**src/rtl/core/ptb_pkg.sv**
```systemverilog
`timescale 1ns / 1ps
// ----------------------------------------------------------------------------
// ptb_pkg
// Shared types, sizes and codes of the palindromic tree builder.
// ----------------------------------------------------------------------------
package ptb_pkg;

    localparam int MAX_LEN      = 1024;
    localparam int MAX_ALPHABET = 32;
    localparam int NODE_CAP     = MAX_LEN + 2;
    localparam int CH_DEPTH     = NODE_CAP * MAX_ALPHABET;
    localparam int IDX_W        = 11;
    localparam int SYM_W        = 5;
    localparam int STR_AW       = 10;
    localparam int CH_AW        = $clog2(CH_DEPTH);
    localparam int SUM_W        = 20;

    // result status codes
    localparam logic [1:0] ST_OK       = 2'd0;
    localparam logic [1:0] ST_BAD_CHAR = 2'd1;
    localparam logic [1:0] ST_FULL     = 2'd2;

    // configuration register indexes
    localparam logic CFG_CHAR_BASE = 1'b0;
    localparam logic CFG_ALPHA     = 1'b1;

    // datapath operations
    localparam logic [3:0] OP_IDLE     = 4'd0;
    localparam logic [3:0] OP_CLR      = 4'd1;
    localparam logic [3:0] OP_ACCEPT   = 4'd2;
    localparam logic [3:0] OP_CHECK    = 4'd3;
    localparam logic [3:0] OP_NODE_RD  = 4'd4;
    localparam logic [3:0] OP_EVAL     = 4'd5;
    localparam logic [3:0] OP_CMP      = 4'd6;
    localparam logic [3:0] OP_FOUND    = 4'd7;
    localparam logic [3:0] OP_CH_CHK   = 4'd8;
    localparam logic [3:0] OP_NXT_EVAL = 4'd9;
    localparam logic [3:0] OP_NEW      = 4'd10;
    localparam logic [3:0] OP_IGN      = 4'd11;

    typedef struct packed {
        logic [7:0] char_code;
        logic       restart;
    } t_in;

    typedef struct packed {
        logic [1:0]       status;
        logic [IDX_W-1:0] suffix_len;
        logic [IDX_W-1:0] node_index;
        logic             is_new;
        logic [IDX_W-1:0] suffix_count;
        logic [IDX_W-1:0] distinct_count;
        logic [SUM_W-1:0] total_palindromes;
        logic [IDX_W-1:0] first_end_pos;
        logic [IDX_W-1:0] node_hits;
    } t_out;

    typedef struct packed {
        logic [IDX_W-1:0]  link;
        logic signed [11:0] len;
        logic [IDX_W-1:0]  sufcnt;
        logic [IDX_W-1:0]  fpos;
        logic [IDX_W-1:0]  hits;
        logic [IDX_W-1:0]  parent;
        logic [SYM_W-1:0]  pchar;
    } t_node;

    typedef struct packed {
        logic [3:0] op;
        logic       pass;
    } t_dp_cmd;

    typedef struct packed {
        logic bad;
        logic full;
        logic imm_hit;
        logic imm_miss;
        logic str_eq;
        logic clr_done;
        logic nxt_ok;
        logic len_one;
    } t_dp_stat;

endpackage

```
**src/rtl/core/ptb_ctrl.sv**
```systemverilog
`timescale 1ns / 1ps
// ----------------------------------------------------------------------------
// ptb_ctrl
// Sequencer: clearing pass, suffix link walks, child lookup, node update.
// ----------------------------------------------------------------------------
module ptb_ctrl (
    input  logic              i_clk,
    input  logic              i_rst_n,
    input  logic              i_start,
    input  ptb_pkg::t_dp_stat i_stat,
    output ptb_pkg::t_dp_cmd  o_cmd,
    output logic              o_busy,
    output logic              o_done
);

    localparam logic [3:0] S_CLEAR    = 4'd0;
    localparam logic [3:0] S_IDLE     = 4'd1;
    localparam logic [3:0] S_CHECK    = 4'd2;
    localparam logic [3:0] S_NODE_RD  = 4'd3;
    localparam logic [3:0] S_EVAL     = 4'd4;
    localparam logic [3:0] S_CMP      = 4'd5;
    localparam logic [3:0] S_FOUND    = 4'd6;
    localparam logic [3:0] S_CH_CHK   = 4'd7;
    localparam logic [3:0] S_NXT_EVAL = 4'd8;
    localparam logic [3:0] S_NEW      = 4'd9;
    localparam logic [3:0] S_IGN      = 4'd10;
    localparam logic [3:0] S_OUT      = 4'd11;

    logic [3:0] r_state, n_state;
    logic       r_pass, n_pass;

    always_ff @(posedge i_clk) begin
        if (!i_rst_n) begin
            r_state <= S_CLEAR;
            r_pass  <= 1'b0;
        end else begin
            r_state <= n_state;
            r_pass  <= n_pass;
        end
    end

    always_comb begin
        n_state    = r_state;
        n_pass     = r_pass;
        o_cmd.op   = ptb_pkg::OP_IDLE;
        o_cmd.pass = r_pass;
        unique case (r_state)
            S_CLEAR: begin
                o_cmd.op = ptb_pkg::OP_CLR;
                if (i_stat.clr_done) n_state = S_IDLE;
            end
            S_IDLE: begin
                if (i_start) begin
                    o_cmd.op = ptb_pkg::OP_ACCEPT;
                    n_state  = S_CHECK;
                end
            end
            S_CHECK: begin
                o_cmd.op = ptb_pkg::OP_CHECK;
                n_pass   = 1'b0;
                n_state  = (i_stat.bad || i_stat.full) ? S_IGN : S_NODE_RD;
            end
            S_NODE_RD: begin
                o_cmd.op = ptb_pkg::OP_NODE_RD;
                n_state  = S_EVAL;
            end
            S_EVAL: begin
                o_cmd.op = ptb_pkg::OP_EVAL;
                if (i_stat.imm_hit)       n_state = S_FOUND;
                else if (i_stat.imm_miss) n_state = S_NODE_RD;
                else                      n_state = S_CMP;
            end
            S_CMP: begin
                o_cmd.op = ptb_pkg::OP_CMP;
                n_state  = i_stat.str_eq ? S_FOUND : S_NODE_RD;
            end
            S_FOUND: begin
                o_cmd.op = ptb_pkg::OP_FOUND;
                n_state  = S_CH_CHK;
            end
            S_CH_CHK: begin
                o_cmd.op = ptb_pkg::OP_CH_CHK;
                n_state  = S_NXT_EVAL;
            end
            S_NXT_EVAL: begin
                o_cmd.op = ptb_pkg::OP_NXT_EVAL;
                n_state  = (!r_pass && !i_stat.nxt_ok) ? S_NEW : S_OUT;
            end
            S_NEW: begin
                o_cmd.op = ptb_pkg::OP_NEW;
                if (i_stat.len_one) begin
                    n_state = S_OUT;
                end else begin
                    n_pass  = 1'b1;
                    n_state = S_NODE_RD;
                end
            end
            S_IGN: begin
                o_cmd.op = ptb_pkg::OP_IGN;
                n_state  = S_OUT;
            end
            S_OUT: begin
                n_state = S_IDLE;
            end
            default: begin
                n_state = S_IDLE;
            end
        endcase
    end

    assign o_busy = (r_state != S_IDLE);
    assign o_done = (r_state == S_OUT);

endmodule

```
**config.mk**
```make
export PLATFORM = sky130hd
export DESIGN_NAME = ptb_ctrl
export DESIGN_NICKNAME = d
export VERILOG_FILES = /design/src/rtl/core/ptb_pkg.sv /design/src/rtl/core/ptb_ctrl.sv
export SDC_FILE = /design/constraint.sdc
export NUM_CORES = 1
export LEC_CHECK = 0
export ABC_AREA = 1
export BUFFER_PORTS_ARGS = -buffer_cell sky130_fd_sc_hd__clkbuf_2
export CAP_MARGIN = 40
export CORE_AREA = 2 2 39 41
export CTS_CLUSTER_SIZE = 12
export DETAILED_ROUTE_END_ITERATION = 8
export DIE_AREA = 0 0 41 43
export GPL_TIMING_DRIVEN = 0
export PLACE_DENSITY = 0.59
export SETUP_SLACK_MARGIN = 0.3
export SLEW_MARGIN = 20
export SYNTH_ARGS = -nofsm -noshare
export SYNTH_HDL_FRONTEND = slang
export SYNTH_SLANG_ARGS = --single-unit
```
**constraint.sdc**
```tcl
create_clock -name i_clk -period 2.43 [get_ports i_clk]
set_clock_uncertainty 0.1 [all_clocks]
set_input_delay 0.1215 -clock i_clk [delete_from_list [all_inputs] [get_ports i_clk]]
set_output_delay 0.1215 -clock i_clk [all_outputs]
set_load 0.02 [all_outputs]
```
# Word level (Yosys, flattened, before mapping)
# Cells that the tools add are included.
# W data, S select, Z words.
# op_classes
mux,13
reduce_logical,8
n_eq_ne,15
# ops
cell,n
$pmux W4 S11,2
$eq A4 B3 Y1 const B,4
$eq A4 B4 Y1 const B,4
$mux W4,4
$mux W3,3
$eq A4 B2 Y1 const B,2
$ne A2 B2 Y1 const B,3
$eq A4 B1 Y1 const B,1
$logic_not A4 Y1,1
$mux W2,2
$ne A4 B1 Y1 const B,1
$reduce_and A2 Y1,2
$logic_not A1 Y1,2
$pmux W1 S2,1
$reduce_bool A2 Y1,1
$logic_and A1 B1 Y1,1
$logic_or A1 B1 Y1,1
$mux W1,1
# word_totals
out_inout_bits,7
elab_cells,38
regBits,5
in_bits,11

# Depth between registers and ports, before layout
# Gate-level depths: netlist of run 1.
# depth
word_depth,4
ltp_mapped,9
depth_no_buf,9

# Worst setup path before layout of run 1
# Ideal clock, no wire load.
# synth_timing
kind,reg2reg
from,reg r_state[2]
to,reg r_state[0]
path_buffers,0
required_ns,2.221
path_slack_ns,1.103
stages_incl_launch_ff,9
arrival_time_ns,1.118
cell_sequence,dfxtp_1 > nor2_2 > nand2_1 > nand2_1 > nor2_1 > nand2_1 > nand3_1 > nand2_1 > inv_1
# synth_via
elab_chain_len,3
word_cells_on_any_way,15
# synth_lines
element,line,text
start: declaration,ptb_ctrl.sv:29,"logic [3:0] r_state, n_state;"
start signal: assignment,ptb_ctrl.sv:37,r_state <= n_state;
$eq A4 B1 Y1 or $logic_not A4 Y1 (tied branches),ptb_ctrl.sv:47,unique case (r_state)
$ne A2 B2 Y1 (no line),n/a,
$reduce_and A2 Y1 (no line),n/a,
# Parallel ways exist; a longest one is shown, timed or not.
# A chain may end at the register's enable or synchronous reset.

==> summary.md, run 1 <==
| Metric | Value |
|---|---|
| Outcome | `finished, final reports clean` |
| M1 WL | `508 um` |
| Cell Chain, Critical Path | `nand2_1 > nand3_1 > nand2_1 > o21ai_0 > nand3_1 > clkbuf_2` |
| Static Leakage | `0.328 nW` |
| Setup CP Type | `register to primary output` |
| Post-synth top area cell | `dfxtp_1` |
| Final WL | `1060 um` |
| Crit-path max FO | `7` |
| TritonCTS Buffers | `3` |
| TritonCTS clock tree | `yes` |
| Synthesis Warnings | `0` |
| Initial cell density of the core | `32.1%` |
| Final net count | `between 100 and 150` |
| CTS max path bufs | `2` |
| R2R depth | `8` |
| CTS Sinks | `5` |
| RSZ-0062 raised after global routing | `false` |
| Die height | `43 um` |
| Final hold violations | `0` |
| Finished Layout Cells | `117` |
| Clock-pin transition on the worst setup and hold timing paths | `0.04 ns` |
| Vias/cell | `between 4 and 5` |
| Crit. End Element | `primary output` |
| Critical path origin | `r_state[0]` |
| DRC viols | `0` |
| Crit share post-route | `between 60% and 70%` |
| N_diodes | `0` |
| Setup-failing EPs final | `0` |
| Hpwl dp | `925 um` |
| Mapped Area | `between 400 and 500 um^2` |
| Cell Area, Placed | `549 um^2` |
| GR Overflow Total | `0` |
| Largest cells by area after synthesis | `dfxtp_1 23%, nand2_1 19%, inv_1 13%, nor2_1 12%, nand3_1 7.9%` |
| Root Driver | `clkbuf_4` |
| Via count of the first global-routing pass | `slightly above 400` |
| Core area | `1380 um^2` |
| Row count | `14` |
| Vias | `531` |
| Slew @ Worst Pin | `~0.34 ns` |
| Initial antenna violation count | `0` |
| DP Cell Count | `approximately 110` |
| Yosys cell types | `15` |
| H-tree depth | `1` |
| Fillers | `149` |
| CP Depth | `6` |
| Share of cells above drive strength 1 | `25.7%` |
| HP Class | `input port to register` |
| Register area share after synthesis | `22.5%` |
| Buffers on Ports | `17` |
| Clock latency on the worst-skew pair | `0.24 ns` |
| WP buf/inv | `1` |
| Area grow syn2layout | `29.6%` |
| Design area | `576 um^2` |
| Fin Hold WS | `0.0210 ns` |
| Most frequent cells in the layout | `22 x nand2_1, 17 x clkbuf_2, 15 x inv_1` |
| Slowest library cell on the worst path | `dfxtp_1` |
| Reg-to-reg startpoint | `r_state[2]` |
| Largest delay share family, worst path | `simple AND/OR/NAND/NOR gates` |
| Met3 WL post-DR | `47 um` |
| Post-Syn Nets | `just over 90` |
| Tmin final | `1.62 ns` |
| Post-CTS Setup Bufs | `0` |
| Number of DRC markers in iteration 0 | `7` |
| Post-synth top area share | `22.5%` |
| Die X | `between 40 and 50 um` |
| Largest net degree at the start of global routing | `8` |
| Crit start category | `register` |
| Initial DRT Pass Iterations | `4` |
| Worst EP required | `2.21 ns` |
| Post-CTS Resized | `0` |
| Register-to-register setup slack | `approximately 1.0 ns` |
| Final GP Congestion | `0.742` |
| CP endpoint | `o_cmd[2]` |
| TNS Setup | `0 ns` |
| Hold buffers post-CTS | `0` |
| Post-synthesis sequential element count | `5` |
| Pins Over Slew Limit | `0` |
| Metal2 WL | `502 um` |
| Die area | `1760 um^2` |
| Peak VDD IR | `0.000371 V` |
| Worst stage delay on the critical path | `0.43 ns` |
| Max Fclk | `just over 600 MHz` |
| PD cells | `996 nW/um^2` |
| Global-route usage over all layers | `about 14%` |
| Slew Limit Headroom | `77.4%` |
| Antenna Violating Nets Remaining | `0` |
| Mean area per synthesized cell | `5.55 um^2` |
| Gate Count Post-Synth | `80` |
| Crit path arrival time | `1.40 ns` |
| Post-DR wirelength/cell | `9.04 um` |
| First-pass GRT wire length | `1610 um` |
| Maxcap violations | `0` |
| Commonest non-fill, non-tap cell in the layout | `nand2_1` |
| Reg2reg end | `r_state[0]` |
| Top sig layer | `met3` |
| I/O Pins | `18` |
==> flip-flops by register name, indices dropped and copies added (netlist names) <==
register	flops
r_pass	1
r_state	4
==> synthesized netlist by cell type <==
cell / count
a21oi_1: 4
a41oi_1: 1
buf_4: 1
dfxtp_1: 5
inv_1: 15
nand2_1: 22
nand2_2: 1
nand3_1: 7
nand3b_1: 2
nor2_1: 14
nor2_2: 2
nor2_4: 1
o211ai_1: 3
o21ai_0: 1
o21ai_2: 1
==> worst min path at each step <==
| stage | startpoint | endpoint | cells past startpoint |
|---|---|---|---|
| 6_report | i_rst_n | r_state[3] | 3 |
| 5_1_grt | i_rst_n | r_state[3] | 3 |
| 4_1_cts | i_rst_n | r_state[3] | 3 |
| 3_5_place_dp | i_rst_n | r_state[3] | 3 |
| 3_3_place_gp | i_rst_n | r_state[3] | 3 |
| 2_1_floorplan | i_rst_n | r_state[3] | 2 |
==> layer usage <==
layer | track usage [%] | up-vias
li1 | - | 294
met1 | 17.7 | 226
met2 | 20.3 | 11
met3 | 1.57 | 0
met4 | 10.0 | 0
met5 | 0 | -
==> worst min-delay path, stage by stage <==
cell,delay (ns)
clkbuf_2,0.11
nand2_1,0.05
inv_1,0.04
==> where the power goes <==
part           leakage [nW]  switching [mW]  internal, mW
logic                 0.272           0.231         0.115
registers            0.0408          0.0304         0.104
clock network        0.0150          0.0305        0.0619
==> metrics by stage <==
| stage | power [mW] | worst slack (ns) | util [%] |
|---|---|---|---|
| floorplan | 0.390 | 1.10 | - |
| CTS | 0.579 | 0.786 | 41.6 |
| global route | 0.627 | 0.678 | 41.6 |
| detailed placement | 0.483 | 1.02 | 39.7 |
| global placement | 0.482 | 1.03 | 39.7 |
| finish | 0.573 | 0.805 | 41.6 |
==> final cells by class <==
type                    instances  area [um^2]  area share [%]
multi-input cells              59          280            48.7
flip-flops and latches          5          100            17.4
repair buffers                 17         85.1            14.8
inverters                      15         56.3            9.78
clock buffers                   4         26.3            4.57
well taps                      16         20.0            3.48
plain buffers                   1         7.51            1.30
==> cell families (layout without fill, tap and decap cells) <==
logic type | Yosys count | in the layout | synth area share, %
compound gates | 10 | 10 | 14.6
buf+inv | 16 | 37 | 14.4
flops | 5 | 5 | 22.5
simple gates | 49 | 49 | 48.4
(Power assumes the default switching activity.)
==> inputs of run 2 (changes only) <==
--- a/config.mk
+++ b/config.mk
@@ -5,7 +5,7 @@
 export SDC_FILE = /design/constraint.sdc
 export NUM_CORES = 1
 export LEC_CHECK = 0
-export ABC_AREA = 1
+export ABC_AREA = 0
 export BUFFER_PORTS_ARGS = -buffer_cell sky130_fd_sc_hd__clkbuf_2
 export CAP_MARGIN = 40
 export CORE_AREA = 2 2 39 41
@@ -13,7 +13,7 @@
 export DETAILED_ROUTE_END_ITERATION = 8
 export DIE_AREA = 0 0 41 43
 export GPL_TIMING_DRIVEN = 0
-export PLACE_DENSITY = 0.59
+export PLACE_DENSITY = 0.61
 export SETUP_SLACK_MARGIN = 0.3
 export SLEW_MARGIN = 20
 export SYNTH_ARGS = -nofsm -noshare
==> constraint.sdc (replaced) <==
create_clock -name i_clk -period 1.5 [get_ports i_clk]
set_clock_uncertainty 0.1 [all_clocks]
set_input_delay 0.075 -clock i_clk [delete_from_list [all_inputs] [get_ports i_clk]]
set_output_delay 0.075 -clock i_clk [all_outputs]
set_load 0.02 [all_outputs]
==> run 2 against run 1 <==
Net effect: non-clock buffer count up 27; count of clock-buffer cells in the layout is the same; combinational power decreased by 13%; the flow now finishes with violations (setup timing); largest cell class is now non-clock buffers; critical path type is now register to register; synthesized cell count down 16%.
==> summary.md, run 2 <==
| Metric | Value |
|---|---|
| Static Leakage | `0.458 nW` |
| Global-route usage over all layers | `a little under a quarter` |
| Crit share post-route | `105%` |
| Post-synth top area cell | `dfxtp_1` |
| Share of cells above drive strength 1 | `65.1%` |
| Core area | `1380 um^2` |
| Max Fclk | `636 MHz` |
| Largest net degree at the start of global routing | `11` |
| Peak VDD IR | `between 0.0004 and 0.0005 V` |
| Gate Count Post-Synth | `67` |
| Worst stage delay on the critical path | `0.38 ns` |
| Number of DRC markers in iteration 0 | `22` |
| Crit path arrival time | `1.64 ns` |
| Post-synthesis sequential element count | `5` |
| Clock-pin transition on the worst setup and hold timing paths | `0.05 ns` |
| Register-to-register setup slack | `-0.07 ns` |
| Mapped Area | `467 um^2` |
| Synthesis Warnings | `0` |
| Vias/cell | `5.65` |
| Commonest non-fill, non-tap cell in the layout | `buf_4` |
| Ys flop type | `dfxtp_1` |
| Most instantiated library cell after synthesis | `nor2_1` |
| Slew Limit Headroom | `~80%` |
| Reg with most FFs | `r_state` |
| Via count of the first global-routing pass | `618` |
| Mean area per synthesized cell | `6.97 um^2` |
| Die height | `43 um` |
| Pins Over Slew Limit | `0` |
| I/O Pins | `18` |
| Post-Place Setup Slack | `-0.105 ns` |
| Post-DR wirelength/cell | `around 17 um` |
| Root Driver | `clkbuf_4` |
| Clock latency on the worst-skew pair | `between 0.2 and 0.3 ns` |
| Initial antenna violation count | `0` |
| HP Class | `input port to register` |
| Most frequent cells in the layout | `14 x buf_4, 11 x clkbuf_2, 8 x buf_8` |
| Row count | `14` |
| Fin worst setup slack | `-0.0720 ns` |
| Fin Hold WS | `0.0496 ns` |
| TritonCTS clock tree | `yes` |
| Post-Syn Nets | `78` |
| Tmin final | `approximately 1.6 ns` |
| H-tree depth | `1` |
| PD cells | `574 nW/um^2` |
| GR Overflow Total | `0` |
| Vias | `about 710` |
| CTS max path bufs | `2` |
| Initial cell density of the core | `between 30 and 40%` |
| Post-synth ARST share | `0%` |
| Cell Area, Placed | `607 um^2` |
| Fillers | `slightly below 90` |
| Final GP Congestion | `roughly 0.83` |
| Cell Chain, Critical Path | `buf_6 > inv_4 > or3_4 > a221o_1 > a221oi_2` |
| Commonest cells post-synth | `7 x nor2_1, 6 x nand2_1, 5 x a21oi_1, 5 x clkbuf_1, 5 x dfxtp_1` |
| TritonCTS Buffers | `3` |
| Area grow syn2layout | `129%` |
| CTS Sinks | `5` |
| Design area | `1070 um^2` |
| Largest cells by area after synthesis | `dfxtp_1 21%, nor2_1 5.6%, a21oi_1 5.4%, nand2b_1 5.4%, nand2_1 4.8%` |
| Max reg flops | `4` |
| Setup-failing EPs final | `2` |
| Buffers on Ports | `17` |
| Failing checks | `setup timing` |
| Crit. End Element | `register` |
| First-pass GRT wire length | `2860 um` |
| Hpwl dp | `between 900 and 1000 um` |
| Slowest library cell on the worst path | `dfxtp_4` |
| Crit start category | `register` |
| EDFF count, synth | `0` |
| Final WL | `2150 um` |
| RSZ-0062 raised after global routing | `true` |
| Yosys cell types | `34` |
| Die X | `41 um` |
| Register area share after synthesis | `21.4%` |
| Outcome | `finished, violations left` |
| Die area | `~1800 um^2` |
| Crit-path max FO | `6` |
| Final hold violations | `0` |
| DRC viols | `0` |
| Post-synth top area share | `21.4%` |
| Antenna Violating Nets Remaining | `0` |
| Largest registers | `r_state (4), r_pass (1)` |
| Setup CP Type | `register to register` |
| Final net count | `121` |
| N_diodes | `0` |
| Total chip power | `614 uW` |
| Worst EP required | `1.56 ns` |
| Maxcap violations | `0` |
| Initial DRT Pass Iterations | `4` |
| Slew @ Worst Pin | `0.303 ns` |
==> run 2: cell count changes after synthesis, sizes merged, moves of 3 or more <==
| cell | previous run | this run |
|---|---|---|
| nand2 | 23 | 6 |
| inv | 15 | 3 |
| nor2 | 17 | 7 |
| nand3 | 7 | 1 |
| clkbuf | 0 | 5 |
| nand2b | 0 | 4 |
| o211ai | 3 | 0 |
==> run 2: where the power goes <==
group | internal (mW) | total (mW) | switching [mW]
Combinational | 0.161 | 0.300 | 0.139
Sequential | 0.139 | 0.145 | 0.00585
Clock | 0.101 | 0.169 | 0.0672
==> run 2: cell families after synthesis <==
logic type,after synthesis,share of synthesized area (%)
XOR/XNOR,2,3.75
buffers and inverters,10,9.12
flip-flops,5,21.4
AND/OR/NAND/NOR,27,29.0
multiplexers,2,4.29
AO/OA/AOI/OAI,21,32.4
==> run 2: timing repair <==
action / CTS / global route
hold endpoints to repair: 1 / 0
gates resized for setup: 51 / 12
setup buffers: 14 / 6
pin swaps: 12 / 8
endpoints found under the setup margin: 11 / 11
hold buffers: 1 / 0
==> run 2: area by class of cell <==
cell class | instances | area, um^2 | share of cell area [%]
well taps | 16 | 20.0 | 1.87
multi-input cells | 52 | 445 | 41.6
flip-flops and latches | 5 | 106 | 9.94
plain buffers | 7 | 105 | 9.82
repair buffers | 38 | 353 | 33.0
clock buffers | 4 | 26.3 | 2.46
inverters | 3 | 13.8 | 1.29
==> run 2: final timing paths <==
path / startpoint / endpoint / depth (start not counted)
worst max-delay path: r_state[2] / r_state[1] / 5
worst min register to register: r_pass / r_pass / 3
worst min-delay path: i_stat[2] / r_state[0] / 3
worst max register to register: r_state[2] / r_state[1] / 5
==> run 2: metrics by stage <==
step / instances / util (%) / setup TNS [ns]
finish: 125 / 77.3 / -0.118
global route: 125 / 77.3 / -0.132
CTS: 119 / 70.2 / -0.0440
detailed placement: 100 / 43.9 / -0.232
global placement: 100 / 43.9 / -0.257
floorplan: 67 / - / 0
==> run 2: routing by layer <==
| layer | vias up | wire length [um] | global-route usage [%] |
|---|---|---|---|
| met5 | - | 0 | 0 |
| met4 | 0 | 17 | 4.67 |
| met3 | 2 | 143 | 7.85 |
| met2 | 41 | 1140 | 37.5 |
| met1 | 335 | 853 | 31.2 |
| li1 | 328 | - | - |
==> run 2: critical path, delay by kind of cell, from the launching register on <==
kind | cells | cell delay (ns)
AND/OR/NAND/NOR | 1 | 0.33
flip-flops | 1 | 0.38
AO/OA/AOI/OAI | 2 | 0.53
buffers and inverters | 2 | 0.14
==> inputs of run 3 (changes only) <==
--- a/config.mk
+++ b/config.mk
@@ -5,7 +5,7 @@
 export SDC_FILE = /design/constraint.sdc
 export NUM_CORES = 1
 export LEC_CHECK = 0
-export ABC_AREA = 0
+export ABC_AREA = 1
 export BUFFER_PORTS_ARGS = -buffer_cell sky130_fd_sc_hd__clkbuf_2
 export CAP_MARGIN = 40
 export CORE_AREA = 2 2 39 41
@@ -13,7 +13,8 @@
 export DETAILED_ROUTE_END_ITERATION = 8
 export DIE_AREA = 0 0 41 43
 export GPL_TIMING_DRIVEN = 0
-export PLACE_DENSITY = 0.61
+export PLACE_DENSITY = 0.59
+export REMOVE_ABC_BUFFERS = 1
 export SETUP_SLACK_MARGIN = 0.3
 export SLEW_MARGIN = 20
 export SYNTH_ARGS = -nofsm -noshare
==> run 3 against run 2 <==
Net effect: the flow now finishes without violations; combinational power increased to 2.5 times the previous value; fmax increased by 14%; largest cell class is now multi-input gates; flip-flop and latch count unchanged; critical path depth increased by 2; die area unchanged; worst hold slack got worse by 0.018 ns; global-route usage decreased by 7.3 points; first-iteration DRC count decreased by 55%; worst setup slack improved by 0.19 ns; final cell count decreased by 2.4%; count of clock-buffer cells in the layout unchanged; critical endpoint is now o_cmd[2].
==> summary.md, run 3 (synthesized netlist as in run 1, its figures left out) <==
| Metric | Value |
|---|---|
| Footprint of the multi-input gates | `338 um^2` |
| R2R depth | `8` |
| Via count of the first global-routing pass | `a little over 500` |
| H-tree depth | `1` |
| Pins Over Slew Limit | `0` |
| DP Cell Count | `112` |
| Initial antenna violation count | `0` |
| Root Driver | `clkbuf_4` |
| HP Class | `input port to register` |
| Buffers on Ports | `17` |
| Final GP Congestion | `0.738` |
| Most frequent cells in the layout | `18 x nand2_1, 14 x inv_1, 12 x clkbuf_2` |
| M3 GR Usage | `2.62%` |
| Hpwl dp | `947 um` |
| Reg with most FFs | `r_state` |
| Core area | `1380 um^2` |
| Psw | `559 uW` |
| DRC viols | `0` |
| Slew Limit Headroom | `78.4%` |
| N_diodes | `0` |
| TritonCTS clock tree | `yes` |
| Post-Place Setup Slack | `0.103 ns` |
| Initial DRT Pass Iterations | `4` |
| Crit-path max FO | `4` |
| Final net count | `118` |
| Maxcap violations | `0` |
| Hold Crit Start | `i_stat[0]` |
| Fin worst setup slack | `0.122 ns` |
| TritonCTS Buffers | `3` |
| Commonest non-fill, non-tap cell in the layout | `nand2_1` |
| Crit start category | `register` |
| Tmin final | `between 1 and 1.5 ns` |
| Seq pwr share | `22.5%` |
| Fillers | `approximately 130` |
| Int Power | `around 600 uW` |
| Final WL | `1270 um` |
| Reg area | `115 um^2` |
| Number of DRC markers in iteration 0 | `10` |
| Initial cell density of the core | `32.1%` |
| Vias | `567` |
| Row count | `14` |
| Post-DR wirelength/cell | `10.4 um` |
| Crit. End Element | `primary output` |
| Worst EP required | `1.32 ns` |
| Outcome | `finished, final reports clean` |
| Clk pwr share | `12.8%` |
| GR Overflow Total | `0` |
| RSZ-0062 raised after global routing | `true` |
| Final hold violations | `0` |
| Crit path arrival time | `~1.2 ns` |
| Vias/cell | `4.65` |
| Die X | `approximately 41 um` |
| Crit share post-route | `91.9%` |
| Static Leakage | `between 0.3 and 0.4 nW` |
| PD cells | `1610 nW/um^2` |
| Slew @ Worst Pin | `0.323 ns` |
| Setup-failing EPs final | `0` |
| CTS Sinks | `5` |
| Finished Layout Cells | `approximately 120` |
| Clock latency on the worst-skew pair | `0.23 ns` |
| TNS Setup | `0 ns` |
| GRT met2 Usage | `28.4%` |
| First-pass GRT wire length | `2040 um` |
| I/O Pins | `18` |
| Die area | `1760 um^2` |
| Reg-to-reg startpoint | `r_state[0]` |
| Max reg flops | `4` |
| Share of cells above drive strength 1 | `between 40% and 50%` |
| Die height | `43 um` |
| CTS max path bufs | `2` |
| Clock-pin transition on the worst setup and hold timing paths | `0.04 ns` |
| M1 GR Usage | `18.9%` |
| Worst Hold End | `r_pass` |
| Antenna Violating Nets Remaining | `0` |
| Hold depth | `4` |
| Register-to-register setup slack | `0.18 ns` |
| Setup CP Type | `register to primary output` |
| Combinational fraction of design power | `64.7%` |
| Reg2reg end | `r_state[0]` |
| Largest net degree at the start of global routing | `7` |
| Switching share of power | `roughly half` |
| Global route hottest layer | `met2` |
| Max Fclk | `726 MHz` |
| Global-route usage over all layers | `between 10% and 20%` |
| Area grow syn2layout | `62.5%` |
| Peak VDD IR | `0.000757 V` |
| Largest registers | `r_state (4), r_pass (1)` |
==> run 3: cell types whose count changed in the layout (fill, tap and decap cells not counted), sizes merged, moves of 3 or more <==
cell,before,now
buf,27,7
nand2,6,23
inv,3,15
nor2,7,17
nand3,1,7
nand2b,4,0
o211ai,0,3
==> run 3: per-layer routing <==
metal	wire length, um	vias up	part of all wire (%)
met2	681	16	54
met4	23	0	1.8
met3	52	2	4.1
met1	511	243	40
li1	-	306	-
met5	0	-	0
==> run 3: cell type report <==
class                           count  area share [%]
Multi-Input combinational cell     59            46.8
Timing Repair Buffer               23            22.7
Sequential cell                     5            15.9
Inverter                           15            8.15
Clock buffer                        4            3.64
Tap cell                           16            2.77
==> run 3: power by group through the flow <==
stage	registers (mW)	clock network [mW]	logic (mW)
after floorplan	0.211	0	0.419
after global placement	0.221	0	0.559
after detailed placement	0.221	0	0.558
after CTS	0.260	0.153	0.713
after global routing	0.267	0.168	0.827
final	0.261	0.148	0.750
==> run 3: critical path: stages, from the launching register on <==
cell      delay [ns]
dfxtp_4         0.38
inv_4           0.05
nor2_4          0.11
nand2_2         0.09
nand2_2         0.07
o21ai_2         0.06
nand3_1         0.07
clkbuf_8        0.14
==> run 3: timing repair <==
action                                 CTS  global route
setup endpoints to repair               10            11
hold buffers                             1             0
pin swaps                                3             4
gates resized for setup                 28             9
buffers inserted                         5             0
endpoints found under the hold margin    1             0
==> run 3: worst max-delay path by stage <==
stage	endpoint	start	depth (start not counted)
2_1_floorplan	r_state[0]	r_state[2]	8
3_3_place_gp	r_state[0]	r_state[2]	8
3_5_place_dp	r_state[0]	r_state[2]	8
4_1_cts	o_cmd[2]	r_state[3]	7
5_1_grt	o_cmd[2]	r_state[3]	7
6_report	o_cmd[2]	r_state[3]	7
==> run 3: per-stage QoR <==
| stage | total power [mW] | util (%) | hold slack [ns] | instance area [um^2] |
|---|---|---|---|---|
| 6_report | 1.16 | 52.2 | 0.0319 | 722 |
| 5_1_grt | 1.26 | 52.2 | 0.0565 | 722 |
| 4_1_cts | 1.13 | 50.7 | 0.0215 | 702 |
| 3_5_place_dp | 0.779 | 39.2 | 0.211 | 542 |
| 3_3_place_gp | 0.780 | 39.2 | 0.210 | 542 |
| 2_1_floorplan | 0.630 | - | 0.0726 | 437 |
